`src/rtl/core/two_axis_trapezoid_profile_core_assert.svh`:
```
// Assertion macros shared by the profile core and its serial arithmetic unit.
`ifndef TWO_AXIS_TRAPEZOID_PROFILE_CORE_ASSERT_SVH
`define TWO_AXIS_TRAPEZOID_PROFILE_CORE_ASSERT_SVH

// Check a property on every rising clock edge outside reset.
`define TATP_ASSERT(lbl, prop, msg) \
  lbl: assert property (@(posedge clk_i) disable iff (!rst_ni) prop) else $error(msg);

// Check that a condition in one cycle implies a condition in the next.
`define TATP_ASSERT_NEXT(lbl, ante, cons, msg) \
  lbl: assert property (@(posedge clk_i) disable iff (!rst_ni) (ante) |=> (cons)) \
    else $error(msg);

`endif

```
`src/rtl/core/tatp_pkg.sv`:
```
package tatp_pkg;

  localparam logic [63:0] Usec     = 64'd1000000;
  localparam logic [63:0] UsecSq   = 64'd1000000000000;
  localparam logic [63:0] UsecSq2  = 64'd2000000000000;

  localparam logic [5:0] MulLast  = 6'd31;
  localparam logic [5:0] DivLast  = 6'd63;
  localparam logic [5:0] SqrtLast = 6'd31;

  localparam logic [1:0] RegMaxSpeed = 2'd0;
  localparam logic [1:0] RegAccel    = 2'd1;
  localparam logic [1:0] RegTick     = 2'd2;

  typedef enum logic [1:0] {
    ACT_PLAN   = 2'd0,
    ACT_TICK   = 2'd1,
    ACT_CANCEL = 2'd2
  } act_e;

  typedef enum logic [1:0] {
    OP_MUL  = 2'd0,
    OP_DIV  = 2'd1,
    OP_SQRT = 2'd2
  } op_e;

  typedef enum logic [4:0] {
    ST_IDLE,
    ST_PL_DA,
    ST_PL_VV,
    ST_TR_MUL,
    ST_TR_DIV,
    ST_TR_SQRT,
    ST_TP_RM,
    ST_TP_RD,
    ST_TP_SD,
    ST_TP_CM,
    ST_TP_CD,
    ST_PL_FIN,
    ST_TK_M1,
    ST_TK_M2,
    ST_TK_D,
    ST_TK_VM,
    ST_TK_VD,
    ST_FA_M,
    ST_FA_D,
    ST_FB_M,
    ST_FB_D,
    ST_OUT
  } st_e;

  typedef struct packed {
    logic start;
    op_e  op;
  } unit_req_t;

  typedef struct packed {
    logic busy;
    logic done;
  } unit_rsp_t;

  function automatic logic [31:0] sat_time(input logic [63:0] v);
    logic [31:0] r;
    r = (v[63:32] != 32'd0) ? 32'hFFFF_FFFF : v[31:0];
    return r;
  endfunction

endpackage

```
`src/rtl/core/tatp_serial_unit.sv`:
```
// Bit-serial multiply (mod 2^64), restoring divide and integer square root.
module tatp_serial_unit (
  input  logic                clk_i,
  input  logic                rst_ni,
  input  tatp_pkg::unit_req_t req_i,
  input  logic [63:0]         opa_i,
  input  logic [63:0]         opb_i,
  output tatp_pkg::unit_rsp_t rsp_o,
  output logic [63:0]         res_o
);

  logic            busy_q, busy_d, done_q, done_d;
  logic [5:0]      cnt_q, cnt_d;
  tatp_pkg::op_e   op_q, op_d;
  logic [63:0]     acc_q, acc_d, x_q, x_d, y_q, y_d;
  logic [63:0]     rem_div, rem_sq, trial;

  assign rem_div = {acc_q[62:0], x_q[63]};
  assign rem_sq  = {acc_q[61:0], y_q[63:62]};
  assign trial   = {x_q[61:0], 2'b01};

  always_comb begin
    busy_d = busy_q;
    done_d = 1'b0;
    cnt_d  = cnt_q;
    op_d   = op_q;
    acc_d  = acc_q;
    x_d    = x_q;
    y_d    = y_q;
    if (req_i.start) begin
      busy_d = 1'b1;
      op_d   = req_i.op;
      acc_d  = 64'd0;
      case (req_i.op)
        tatp_pkg::OP_MUL: begin
          x_d   = opa_i;
          y_d   = opb_i;
          cnt_d = tatp_pkg::MulLast;
        end
        tatp_pkg::OP_DIV: begin
          x_d   = opa_i;
          y_d   = opb_i;
          cnt_d = tatp_pkg::DivLast;
        end
        default: begin
          x_d   = 64'd0;
          y_d   = opa_i;
          cnt_d = tatp_pkg::SqrtLast;
        end
      endcase
    end else if (busy_q) begin
      case (op_q)
        tatp_pkg::OP_MUL: begin
          acc_d = {acc_q[62:0], 1'b0} + (y_q[31] ? x_q : 64'd0);
          y_d   = {y_q[62:0], 1'b0};
        end
        tatp_pkg::OP_DIV: begin
          if (rem_div >= y_q) begin
            acc_d = rem_div - y_q;
            x_d   = {x_q[62:0], 1'b1};
          end else begin
            acc_d = rem_div;
            x_d   = {x_q[62:0], 1'b0};
          end
        end
        default: begin
          y_d = {y_q[61:0], 2'b00};
          if (rem_sq >= trial) begin
            acc_d = rem_sq - trial;
            x_d   = {x_q[62:0], 1'b1};
          end else begin
            acc_d = rem_sq;
            x_d   = {x_q[62:0], 1'b0};
          end
        end
      endcase
      cnt_d = cnt_q - 6'd1;
      if (cnt_q == 6'd0) begin
        busy_d = 1'b0;
        done_d = 1'b1;
      end
    end
  end

  always_ff @(posedge clk_i or negedge rst_ni) begin
    if (!rst_ni) begin
      busy_q <= 1'b0;
      done_q <= 1'b0;
      cnt_q  <= 6'd0;
      op_q   <= tatp_pkg::OP_MUL;
    end else begin
      busy_q <= busy_d;
      done_q <= done_d;
      cnt_q  <= cnt_d;
      op_q   <= op_d;
    end
  end

  always_ff @(posedge clk_i) begin
    acc_q <= acc_d;
    x_q   <= x_d;
    y_q   <= y_d;
  end

  assign res_o      = (op_q == tatp_pkg::OP_MUL) ? acc_q : x_q;
  assign rsp_o.busy = busy_q;
  assign rsp_o.done = done_q;

  `include "two_axis_trapezoid_profile_core_assert.svh"

  `TATP_ASSERT(a_start_idle, req_i.start |-> !busy_q, "unit started while busy")
  `TATP_ASSERT(a_done_after_busy, done_q |-> $past(busy_q), "done without a running op")
  `TATP_ASSERT_NEXT(a_last_step_done, busy_q && cnt_q == 6'd0, done_q, "last step gave no done")

endmodule

```
`src/rtl/core/two_axis_trapezoid_profile_core.sv`:
```
// Two-axis trapezoidal move generator.
// Input stream (s_axis_*): one transfer per command. tuser carries the action
// (plan, tick, cancel); tdata carries start and target angles for a plan.
// Output stream (m_axis_*): exactly one result transfer per command, with the
// commanded angles in tdata and the status flags in tuser.
// Configuration: cfg_we_i writes register cfg_idx_i (speed, acceleration,
// tick period) on the clock edge; write only while the block is idle.
// All arithmetic goes through one bit-serial unit, one operation at a time.
// A cancel, an idle tick, an arrival and a move too small to plan go straight to
// the output state; a plan runs a triangular or a trapezoidal sequence and an
// in-progress tick a cruise or a ramp sequence (up to four products and three
// quotients). One command is in flight at a time; s_axis_tready_o is high only
// while the sequencer is idle, so it rises in the same cycle that the result
// register becomes valid.
// The finished result sits in an output register; if the receiver stalls the
// sequencer holds in its output state until the register frees.
// Reset clears the move and the output valid flag and loads the default speed,
// acceleration and tick period.
module two_axis_trapezoid_profile_core (
  input  logic        clk_i,
  input  logic        rst_ni,
  input  logic        s_axis_tvalid_i,
  output logic        s_axis_tready_o,
  input  logic [87:0] s_axis_tdata_i,  // start_a, start_b, target_a, target_b, zero pad
  input  logic [1:0]  s_axis_tuser_i,  // action
  output logic        m_axis_tvalid_o,
  input  logic        m_axis_tready_i,
  output logic [47:0] m_axis_tdata_o,  // angle_a, angle_b, zero pad
  output logic [2:0]  m_axis_tuser_o,  // valid_res, arrived, moving
  input  logic        cfg_we_i,
  input  logic [1:0]  cfg_idx_i,
  input  logic [25:0] cfg_data_i
);

  // Configuration
  logic [21:0] speed_q;
  logic [25:0] accel_q;
  logic [15:0] tick_q;
  logic [21:0] speed_eff;
  logic [25:0] accel_eff;

  always_ff @(posedge clk_i or negedge rst_ni) begin
    if (!rst_ni) begin
      speed_q <= 22'd92160;
      accel_q <= 26'd184320;
      tick_q  <= 16'd1000;
    end else if (cfg_we_i) begin
      case (cfg_idx_i)
        tatp_pkg::RegMaxSpeed: speed_q <= cfg_data_i[21:0];
        tatp_pkg::RegAccel:    accel_q <= cfg_data_i;
        tatp_pkg::RegTick:     tick_q  <= cfg_data_i[15:0];
        default: ;
      endcase
    end
  end

  // Treat a zero speed or acceleration as one
  assign speed_eff = (speed_q == 22'd0) ? 22'd1 : speed_q;
  assign accel_eff = (accel_q == 26'd0) ? 26'd1 : accel_q;

  // Move state
  tatp_pkg::st_e st_q, st_d;
  logic        launched_q, launched_d;
  logic        active_q, active_d;
  logic [31:0] elapsed_q, elapsed_d;
  logic [20:0] origin_a_q, origin_a_d, origin_b_q, origin_b_d;
  logic [21:0] span_a_q, span_a_d, span_b_q, span_b_d;
  logic [20:0] dspan_q, dspan_d;
  logic [31:0] ramp_q, ramp_d, cruise_q, cruise_d, total_q, total_d;
  logic [20:0] rspan_q, rspan_d;
  logic [63:0] vv_q, vv_d, tmp_q, tmp_d;
  logic [31:0] u_q, u_d;
  logic        dec_q, dec_d;
  logic [20:0] p_q, p_d;
  logic [20:0] pend_a_q, pend_a_d, pend_b_q, pend_b_d;
  logic [2:0]  pend_fl_q, pend_fl_d;
  logic        out_vld_q, out_vld_d;
  logic [20:0] out_a_q, out_a_d, out_b_q, out_b_d;
  logic [2:0]  out_fl_q, out_fl_d;

  // Serial unit
  tatp_pkg::unit_req_t unit_req;
  tatp_pkg::unit_rsp_t unit_rsp;
  logic [63:0]         opa, opb, unit_res;

  tatp_serial_unit u_unit (
    .clk_i  (clk_i),
    .rst_ni (rst_ni),
    .req_i  (unit_req),
    .opa_i  (opa),
    .opb_i  (opb),
    .rsp_o  (unit_rsp),
    .res_o  (unit_res)
  );

  // Input decode
  logic [20:0] in_sa, in_sb, in_ta, in_tb;
  logic [21:0] sp_a, sp_b, mag_a, mag_b, mag_sa, mag_sb, dmax;
  logic        in_acc;

  assign in_sa  = s_axis_tdata_i[20:0];
  assign in_sb  = s_axis_tdata_i[41:21];
  assign in_ta  = s_axis_tdata_i[62:42];
  assign in_tb  = s_axis_tdata_i[83:63];
  assign sp_a   = {in_ta[20], in_ta} - {in_sa[20], in_sa};
  assign sp_b   = {in_tb[20], in_tb} - {in_sb[20], in_sb};
  assign mag_a  = sp_a[21] ? (~sp_a + 22'd1) : sp_a;
  assign mag_b  = sp_b[21] ? (~sp_b + 22'd1) : sp_b;
  assign dmax   = (mag_a > mag_b) ? mag_a : mag_b;
  assign mag_sa = span_a_q[21] ? (~span_a_q + 22'd1) : span_a_q;
  assign mag_sb = span_b_q[21] ? (~span_b_q + 22'd1) : span_b_q;
  assign in_acc = s_axis_tvalid_i && s_axis_tready_o;

  assign s_axis_tready_o = (st_q == tatp_pkg::ST_IDLE);

  // Sequencer
  always_comb begin
    logic [63:0] pick;
    logic [32:0] rc_sum;
    logic [31:0] rem_t;
    logic [22:0] ang;
    logic [22:0] org;
    logic [32:0] el_sum;
    logic [33:0] tot_sum;

    st_d       = st_q;
    launched_d = launched_q;
    active_d   = active_q;
    elapsed_d  = elapsed_q;
    origin_a_d = origin_a_q;
    origin_b_d = origin_b_q;
    span_a_d   = span_a_q;
    span_b_d   = span_b_q;
    dspan_d    = dspan_q;
    ramp_d     = ramp_q;
    cruise_d   = cruise_q;
    total_d    = total_q;
    rspan_d    = rspan_q;
    vv_d       = vv_q;
    tmp_d      = tmp_q;
    u_d        = u_q;
    dec_d      = dec_q;
    p_d        = p_q;
    pend_a_d   = pend_a_q;
    pend_b_d   = pend_b_q;
    pend_fl_d  = pend_fl_q;
    out_vld_d  = out_vld_q;
    out_a_d    = out_a_q;
    out_b_d    = out_b_q;
    out_fl_d   = out_fl_q;
    unit_req.start = 1'b0;
    unit_req.op    = tatp_pkg::OP_MUL;
    opa        = 64'd0;
    opb        = 64'd0;
    pick       = 64'd0;
    rc_sum     = {1'b0, ramp_q} + {1'b0, cruise_q};
    rem_t      = total_q - elapsed_q;
    ang        = 23'd0;
    org        = 23'd0;
    el_sum     = {1'b0, elapsed_q} + {17'd0, tick_q};
    tot_sum    = {1'b0, ramp_q, 1'b0} + {2'b00, cruise_q};

    // Drop the result once the receiver takes it
    if (out_vld_q && m_axis_tready_i) begin
      out_vld_d = 1'b0;
    end

    case (st_q)
      tatp_pkg::ST_IDLE: begin
        if (in_acc) begin
          pend_a_d  = 21'd0;
          pend_b_d  = 21'd0;
          pend_fl_d = 3'b000;
          st_d      = tatp_pkg::ST_OUT;
          case (s_axis_tuser_i)
            tatp_pkg::ACT_PLAN: begin
              active_d   = 1'b0;
              elapsed_d  = 32'd0;
              origin_a_d = in_sa;
              origin_b_d = in_sb;
              span_a_d   = sp_a;
              span_b_d   = sp_b;
              dspan_d    = dmax[20:0];
              pend_a_d   = in_sa;
              pend_b_d   = in_sb;
              // Under 0.001 degree: stay idle
              if (dmax >= 22'd2) begin
                st_d = tatp_pkg::ST_PL_DA;
              end
            end
            tatp_pkg::ACT_TICK: begin
              if (active_q) begin
                if (elapsed_q >= total_q) begin
                  pend_a_d  = 21'({origin_a_q[20], origin_a_q} + span_a_q);
                  pend_b_d  = 21'({origin_b_q[20], origin_b_q} + span_b_q);
                  pend_fl_d = 3'b010;
                  active_d  = 1'b0;
                end else if (elapsed_q < ramp_q) begin
                  u_d   = elapsed_q;
                  dec_d = 1'b0;
                  st_d  = tatp_pkg::ST_TK_M1;
                end else if ({1'b0, elapsed_q} < rc_sum) begin
                  u_d  = elapsed_q - ramp_q;
                  st_d = tatp_pkg::ST_TK_VM;
                end else begin
                  u_d   = (rem_t > ramp_q) ? ramp_q : rem_t;
                  dec_d = 1'b1;
                  st_d  = tatp_pkg::ST_TK_M1;
                end
              end
            end
            tatp_pkg::ACT_CANCEL: begin
              active_d  = 1'b0;
              elapsed_d = 32'd0;
            end
            default: begin
              pend_fl_d = {active_q, 2'b00};
            end
          endcase
        end
      end

      tatp_pkg::ST_PL_FIN: begin
        total_d   = tatp_pkg::sat_time(64'(tot_sum));
        active_d  = 1'b1;
        pend_fl_d = 3'b100;
        st_d      = tatp_pkg::ST_OUT;
      end

      tatp_pkg::ST_OUT: begin
        if (!out_vld_q || m_axis_tready_i) begin
          out_vld_d = 1'b1;
          out_a_d   = pend_a_q;
          out_b_d   = pend_b_q;
          out_fl_d  = pend_fl_q;
          st_d      = tatp_pkg::ST_IDLE;
        end
      end

      default: begin
        // Arithmetic steps: launch once, advance on completion
        case (st_q)
          tatp_pkg::ST_PL_DA: begin
            opa = 64'(dspan_q);
            opb = 64'(accel_eff);
          end
          tatp_pkg::ST_PL_VV: begin
            opa = 64'(speed_eff);
            opb = 64'(speed_eff);
          end
          tatp_pkg::ST_TR_MUL: begin
            opa = tatp_pkg::UsecSq;
            opb = 64'(dspan_q);
          end
          tatp_pkg::ST_TR_DIV: begin
            unit_req.op = tatp_pkg::OP_DIV;
            opa = tmp_q;
            opb = 64'(accel_eff);
          end
          tatp_pkg::ST_TR_SQRT: begin
            unit_req.op = tatp_pkg::OP_SQRT;
            opa = tmp_q;
          end
          tatp_pkg::ST_TP_RM: begin
            opa = tatp_pkg::Usec;
            opb = 64'(speed_eff);
          end
          tatp_pkg::ST_TP_RD: begin
            unit_req.op = tatp_pkg::OP_DIV;
            opa = tmp_q;
            opb = 64'(accel_eff);
          end
          tatp_pkg::ST_TP_SD: begin
            unit_req.op = tatp_pkg::OP_DIV;
            opa = vv_q;
            opb = {37'd0, accel_eff, 1'b0};
          end
          tatp_pkg::ST_TP_CM: begin
            opa = tatp_pkg::Usec;
            opb = 64'(dspan_q) - {42'd0, rspan_q, 1'b0};
          end
          tatp_pkg::ST_TP_CD: begin
            unit_req.op = tatp_pkg::OP_DIV;
            opa = tmp_q;
            opb = 64'(speed_eff);
          end
          tatp_pkg::ST_TK_M1: begin
            opa = 64'(accel_eff);
            opb = 64'(u_q);
          end
          tatp_pkg::ST_TK_M2: begin
            opa = tmp_q;
            opb = 64'(u_q);
          end
          tatp_pkg::ST_TK_D: begin
            unit_req.op = tatp_pkg::OP_DIV;
            opa = tmp_q;
            opb = tatp_pkg::UsecSq2;
          end
          tatp_pkg::ST_TK_VM: begin
            opa = 64'(speed_eff);
            opb = 64'(u_q);
          end
          tatp_pkg::ST_TK_VD: begin
            unit_req.op = tatp_pkg::OP_DIV;
            opa = tmp_q;
            opb = tatp_pkg::Usec;
          end
          tatp_pkg::ST_FA_M: begin
            opa = 64'(p_q);
            opb = 64'(mag_sa);
          end
          tatp_pkg::ST_FB_M: begin
            opa = 64'(p_q);
            opb = 64'(mag_sb);
          end
          tatp_pkg::ST_FA_D, tatp_pkg::ST_FB_D: begin
            unit_req.op = tatp_pkg::OP_DIV;
            opa = tmp_q;
            opb = 64'(dspan_q);
          end
          default: ;
        endcase

        if (!launched_q) begin
          unit_req.start = 1'b1;
          launched_d     = 1'b1;
        end

        if (unit_rsp.done) begin
          launched_d = 1'b0;
          case (st_q)
            tatp_pkg::ST_PL_DA: begin
              tmp_d = unit_res;
              st_d  = tatp_pkg::ST_PL_VV;
            end
            tatp_pkg::ST_PL_VV: begin
              vv_d = unit_res;
              st_d = (tmp_q <= unit_res) ? tatp_pkg::ST_TR_MUL : tatp_pkg::ST_TP_RM;
            end
            tatp_pkg::ST_TR_MUL: begin
              tmp_d = unit_res;
              st_d  = tatp_pkg::ST_TR_DIV;
            end
            tatp_pkg::ST_TR_DIV: begin
              tmp_d = unit_res;
              st_d  = tatp_pkg::ST_TR_SQRT;
            end
            tatp_pkg::ST_TR_SQRT: begin
              ramp_d   = tatp_pkg::sat_time(unit_res);
              cruise_d = 32'd0;
              rspan_d  = {1'b0, dspan_q[20:1]};
              st_d     = tatp_pkg::ST_PL_FIN;
            end
            tatp_pkg::ST_TP_RM: begin
              tmp_d = unit_res;
              st_d  = tatp_pkg::ST_TP_RD;
            end
            tatp_pkg::ST_TP_RD: begin
              ramp_d = tatp_pkg::sat_time(unit_res);
              st_d   = tatp_pkg::ST_TP_SD;
            end
            tatp_pkg::ST_TP_SD: begin
              rspan_d = unit_res[20:0];
              st_d    = tatp_pkg::ST_TP_CM;
            end
            tatp_pkg::ST_TP_CM: begin
              tmp_d = unit_res;
              st_d  = tatp_pkg::ST_TP_CD;
            end
            tatp_pkg::ST_TP_CD: begin
              cruise_d = tatp_pkg::sat_time(unit_res);
              st_d     = tatp_pkg::ST_PL_FIN;
            end
            tatp_pkg::ST_TK_M1: begin
              tmp_d = unit_res;
              st_d  = tatp_pkg::ST_TK_M2;
            end
            tatp_pkg::ST_TK_M2: begin
              tmp_d = unit_res;
              st_d  = tatp_pkg::ST_TK_D;
            end
            tatp_pkg::ST_TK_D, tatp_pkg::ST_TK_VD: begin
              if (st_q == tatp_pkg::ST_TK_VD) begin
                pick = 64'(rspan_q) + unit_res;
              end else if (dec_q) begin
                // Deceleration: span less the distance left to the target
                pick = (unit_res >= 64'(dspan_q)) ? 64'd0 : 64'(dspan_q) - unit_res;
              end else begin
                pick = unit_res;
              end
              p_d  = (pick > 64'(dspan_q)) ? dspan_q : pick[20:0];
              st_d = tatp_pkg::ST_FA_M;
            end
            tatp_pkg::ST_TK_VM: begin
              tmp_d = unit_res;
              st_d  = tatp_pkg::ST_TK_VD;
            end
            tatp_pkg::ST_FA_M: begin
              tmp_d = unit_res;
              st_d  = tatp_pkg::ST_FA_D;
            end
            tatp_pkg::ST_FA_D: begin
              org = {origin_a_q[20], origin_a_q[20], origin_a_q};
              ang = span_a_q[21] ? org - {1'b0, unit_res[21:0]}
                                 : org + {1'b0, unit_res[21:0]};
              pend_a_d = ang[20:0];
              st_d     = tatp_pkg::ST_FB_M;
            end
            tatp_pkg::ST_FB_M: begin
              tmp_d = unit_res;
              st_d  = tatp_pkg::ST_FB_D;
            end
            tatp_pkg::ST_FB_D: begin
              org = {origin_b_q[20], origin_b_q[20], origin_b_q};
              ang = span_b_q[21] ? org - {1'b0, unit_res[21:0]}
                                 : org + {1'b0, unit_res[21:0]};
              pend_b_d  = ang[20:0];
              pend_fl_d = 3'b101;
              // Advance motion time, saturating
              elapsed_d = el_sum[32] ? 32'hFFFF_FFFF : el_sum[31:0];
              st_d      = tatp_pkg::ST_OUT;
            end
            default: st_d = tatp_pkg::ST_IDLE;
          endcase
        end
      end
    endcase
  end

  always_ff @(posedge clk_i or negedge rst_ni) begin
    if (!rst_ni) begin
      st_q       <= tatp_pkg::ST_IDLE;
      launched_q <= 1'b0;
      active_q   <= 1'b0;
      elapsed_q  <= 32'd0;
      out_vld_q  <= 1'b0;
    end else begin
      st_q       <= st_d;
      launched_q <= launched_d;
      active_q   <= active_d;
      elapsed_q  <= elapsed_d;
      out_vld_q  <= out_vld_d;
    end
  end

  always_ff @(posedge clk_i) begin
    origin_a_q <= origin_a_d;
    origin_b_q <= origin_b_d;
    span_a_q   <= span_a_d;
    span_b_q   <= span_b_d;
    dspan_q    <= dspan_d;
    ramp_q     <= ramp_d;
    cruise_q   <= cruise_d;
    total_q    <= total_d;
    rspan_q    <= rspan_d;
    vv_q       <= vv_d;
    tmp_q      <= tmp_d;
    u_q        <= u_d;
    dec_q      <= dec_d;
    p_q        <= p_d;
    pend_a_q   <= pend_a_d;
    pend_b_q   <= pend_b_d;
    pend_fl_q  <= pend_fl_d;
    out_a_q    <= out_a_d;
    out_b_q    <= out_b_d;
    out_fl_q   <= out_fl_d;
  end

  assign m_axis_tvalid_o = out_vld_q;
  assign m_axis_tdata_o  = {6'd0, out_b_q, out_a_q};
  assign m_axis_tuser_o  = out_fl_q;

  `include "two_axis_trapezoid_profile_core_assert.svh"

  `TATP_ASSERT(a_idle_unit_free, s_axis_tready_o |-> !unit_rsp.busy, "unit busy while idle")
  `TATP_ASSERT(a_done_launched, unit_rsp.done |-> launched_q, "unit result not requested")
  `TATP_ASSERT_NEXT(a_one_in_flight, in_acc, !s_axis_tready_o, "second command taken")

endmodule

```
`config.mk`:
```
export PLATFORM = sky130hd
export DESIGN_NAME = two_axis_trapezoid_profile_core
export DESIGN_NICKNAME = d
export VERILOG_FILES = /design/src/rtl/core/tatp_pkg.sv /design/src/rtl/core/tatp_serial_unit.sv /design/src/rtl/core/two_axis_trapezoid_profile_core.sv
export VERILOG_INCLUDE_DIRS = /design/src /design/src/rtl/core
export SDC_FILE = /design/constraint.sdc
export NUM_CORES = 2
export LEC_CHECK = 0
export BUFFER_PORTS_ARGS = -buffer_cell sky130_fd_sc_hd__buf_2
export CAP_MARGIN = 25
export CORE_MARGIN = 4
export CORE_UTILIZATION = 40
export DETAILED_ROUTE_END_ITERATION = 16
export HOLD_SLACK_MARGIN = 0.05
export PLACE_DENSITY = 0.61
export SLEW_MARGIN = 20
export SYNTH_ARGS = -nofsm -noshare
export SYNTH_HDL_FRONTEND = slang
export SYNTH_HIERARCHICAL = 1
export SYNTH_SLANG_ARGS = --single-unit
export TNS_END_PERCENT = 5
```
`constraint.sdc`:
```
create_clock -name clk_i -period 9.2 [get_ports clk_i]
set_input_delay 0.46 -clock clk_i [delete_from_list [all_inputs] [get_ports clk_i]]
set_output_delay 0.46 -clock clk_i [all_outputs]
set_load 0.005 [all_outputs]
```
==> out/metrics.yaml <==
cts:
  cts-root-buf: "clkbuf_16"
  clock_path_buffers: 3
  clk-insertion-delay-late_ns: 0.76
  h-tree-depth: 3
  cts_tree: "yes"
  numCtsBuffers: 99
  clkSinkCount: 802
  clkTransAtPathRegs_ns: 0.07
sta:
  skew_ns: 0.0682
  slew_headroom_pct: 24.0
  setup_viol_count_final: 0
  finalMaxSlewViolations: 0
  hold_viol: 0
  grt_setup_unrepaired: "false"
  timing.setup.tns_ns: 0
  timing.final.crit_share_pct: 88.7
  fin_ws_ns: 1.04
  fmax_ghz: 0.123
  tightestPinTransition_ns: 1.13
  layout_min_cycle_time_ns: 8.16
global_route:
  grt_start_max_net_pins: 133
  grt_pass1_wl_um: 435000
  grt-ovfl-total: 0
  grt_usage_pct: 29.7
  grt_pass1_vias: 67500
  antenna_found_initial: 9
yosys:
  syn_area_um2: 74000
  synth_cells: 8832
  yosysWarnings: 6
  avgSynthCellArea_um2: 8.38
layout:
  nFillCells: 18100
  final_area_um2: 82200
  area_delta_synth_final_pct: 10.9
  final_cells: 11500
  drive_gt1_share_pct: 8.37
  final_util_pct: 44.7
  nets: 9764
  multi_input_area_um2: 47600
  register_area_um2: 22900
floorplanning:
  io_pins: 176
  dieHeight_um: 438
  fp.dieArea_um2: 192000
  rows: 157
  start_util_pct: 40.3
  fp.dieW_um: 438
  core-area_um2: 184000
routing:
  dr.pass1.iters: 7
  wl_per_cell_um: 25.8
  drt-vias-per-instance: 6.15
  antenna_left: 0
  routed_wl_um: 297000
  drcViolationCount: 0
  vias: 70700
  dr.first_iter.drc_count: 7356
worst_hold_path:
  hold_class: "in2reg"
  worstHoldPathCells: 2
worst_setup_path:
  end_kind: "flop"
  cp.buffers_inverters: 4
  path_max_fanout: 30
  crit_type: "reg2reg"
  path_delay_family: "simple AND/OR/NAND/NOR gates"
  cp-start-kind: "flop"
  rrSetupSlack_ns: 1.04
  slowest_stage: "nor3_2"
  r2r_cells: 29
  critPathMostFrequentCell: "a21oi_1"
  arrival_ns: 8.65
  cp.required_ns: 9.70
  cp_num_cells: 29
  max_stage_delay_ns: 0.63
power:
  p_leak_nw: 33.3
  p_per_area_nw_per_um2: 424
  ir_worst_vdd_uv: 264
placement:
  place_area_um2: 77900
  dp.cells: 11200
  dpl.hpwl_um: 233000
  globalplace.congestion: 1.04
  pre_cts_ws_ns: 0.795
  portBuffers: 165
run_status:
  status: "completed"
flow_run:
  drv_cap: 0
-- repair_timing --
| action | in CTS | in global routing |
|---|---|---|
| hold endpoints to repair | 127 | 0 |
| resized for setup | 0 | 0 |
| hold buffers | 68 | 0 |
| setup buffers | 0 | 0 |
-- through the flow --
stage / power (mW) / hold slack [ns]
floorplan: 22.2 / 0.164
global placement: 29.8 / 0.401
detailed placement: 30.0 / 0.405
CTS: 34.4 / 0.0531
global route: 37.1 / 0.0736
finish: 34.8 / 0.0975
-- metal layers --
metal / track usage [%] / vias to the layer above / routed length [um]
met2: 48.4 / 3015 / 134000
met4: 16.2 / 4 / 19900
met5: 0 / - / 27
li1: - / 33000 / -
met3: 4.92 / 703 / 21400
met1: 37.3 / 34000 / 121000
-- flip-flops by register name, summed over array words and instances, names as in the netlist, 22 cells and up --
register      flops
u_q              32
vv_q             64
span_b_q         22
speed_q          22
span_a_q         22
elapsed_q        32
tmp_q            64
u_unit/y_q       64
accel_q          26
u_unit/acc_q     64
cruise_q         32
ramp_q           32
u_unit/x_q       64
total_q          32
-- worst reg2reg max path, delay by kind of cell, from the launching register on --
kind | cells | cell delay (ns)
compound gates | 13 | 2.37
fa+ha+maj | 1 | 0.31
buf+inv | 4 | 1.04
flops | 1 | 0.42
mux | 1 | 0.32
simple gates | 10 | 3.45
-- layout make-up --
cell class	count	area share (%)
diodes	8	0.0244
clock buffers	110	3.07
clock inverters	78	1.11
inverters	564	2.58
multi-input cells	7040	57.9
flip-flops and latches	802	27.9
well taps	2464	3.75
repair buffers	424	3.65
-- path summary, 6_finish.rpt --
path                                      from       endpoint
worst max-delay path            u_unit/op_q[0]         p_q[1]
worst min-delay path             cfg_data_i[7]     speed_q[7]
worst max register to register  u_unit/op_q[0]         p_q[1]
worst min register to register    pend_a_q[17]    out_a_q[17]
max in group asynchronous               rst_ni  u_unit/busy_q
min in group asynchronous               rst_ni      tick_q[0]
-- cells in the final DEF (no fill, tap or decap), drive strengths merged, types with 100 or more instances in the layout --
master,n
o211ai,105
xor2,201
clkbuf,110
nand3,210
nand2,911
edfxtp,624
nand4,165
mux2,100
dfrtp,100
xnor2,351
nor3,182
a31oi,100
a21oi,774
ha,694
nor2,683
buf,355
mux2i,122
a21o,251
nor2b,106
inv,564
o21ai,685
-- where the power goes --
group	switching [mW]	internal (mW)	total [mW]
Clock	1.78	2.42	4.20
Sequential	0.877	5.30	6.17
Combinational	15.9	8.54	24.5
Total	18.6	16.3	34.8
(Power assumes the default switching activity.)
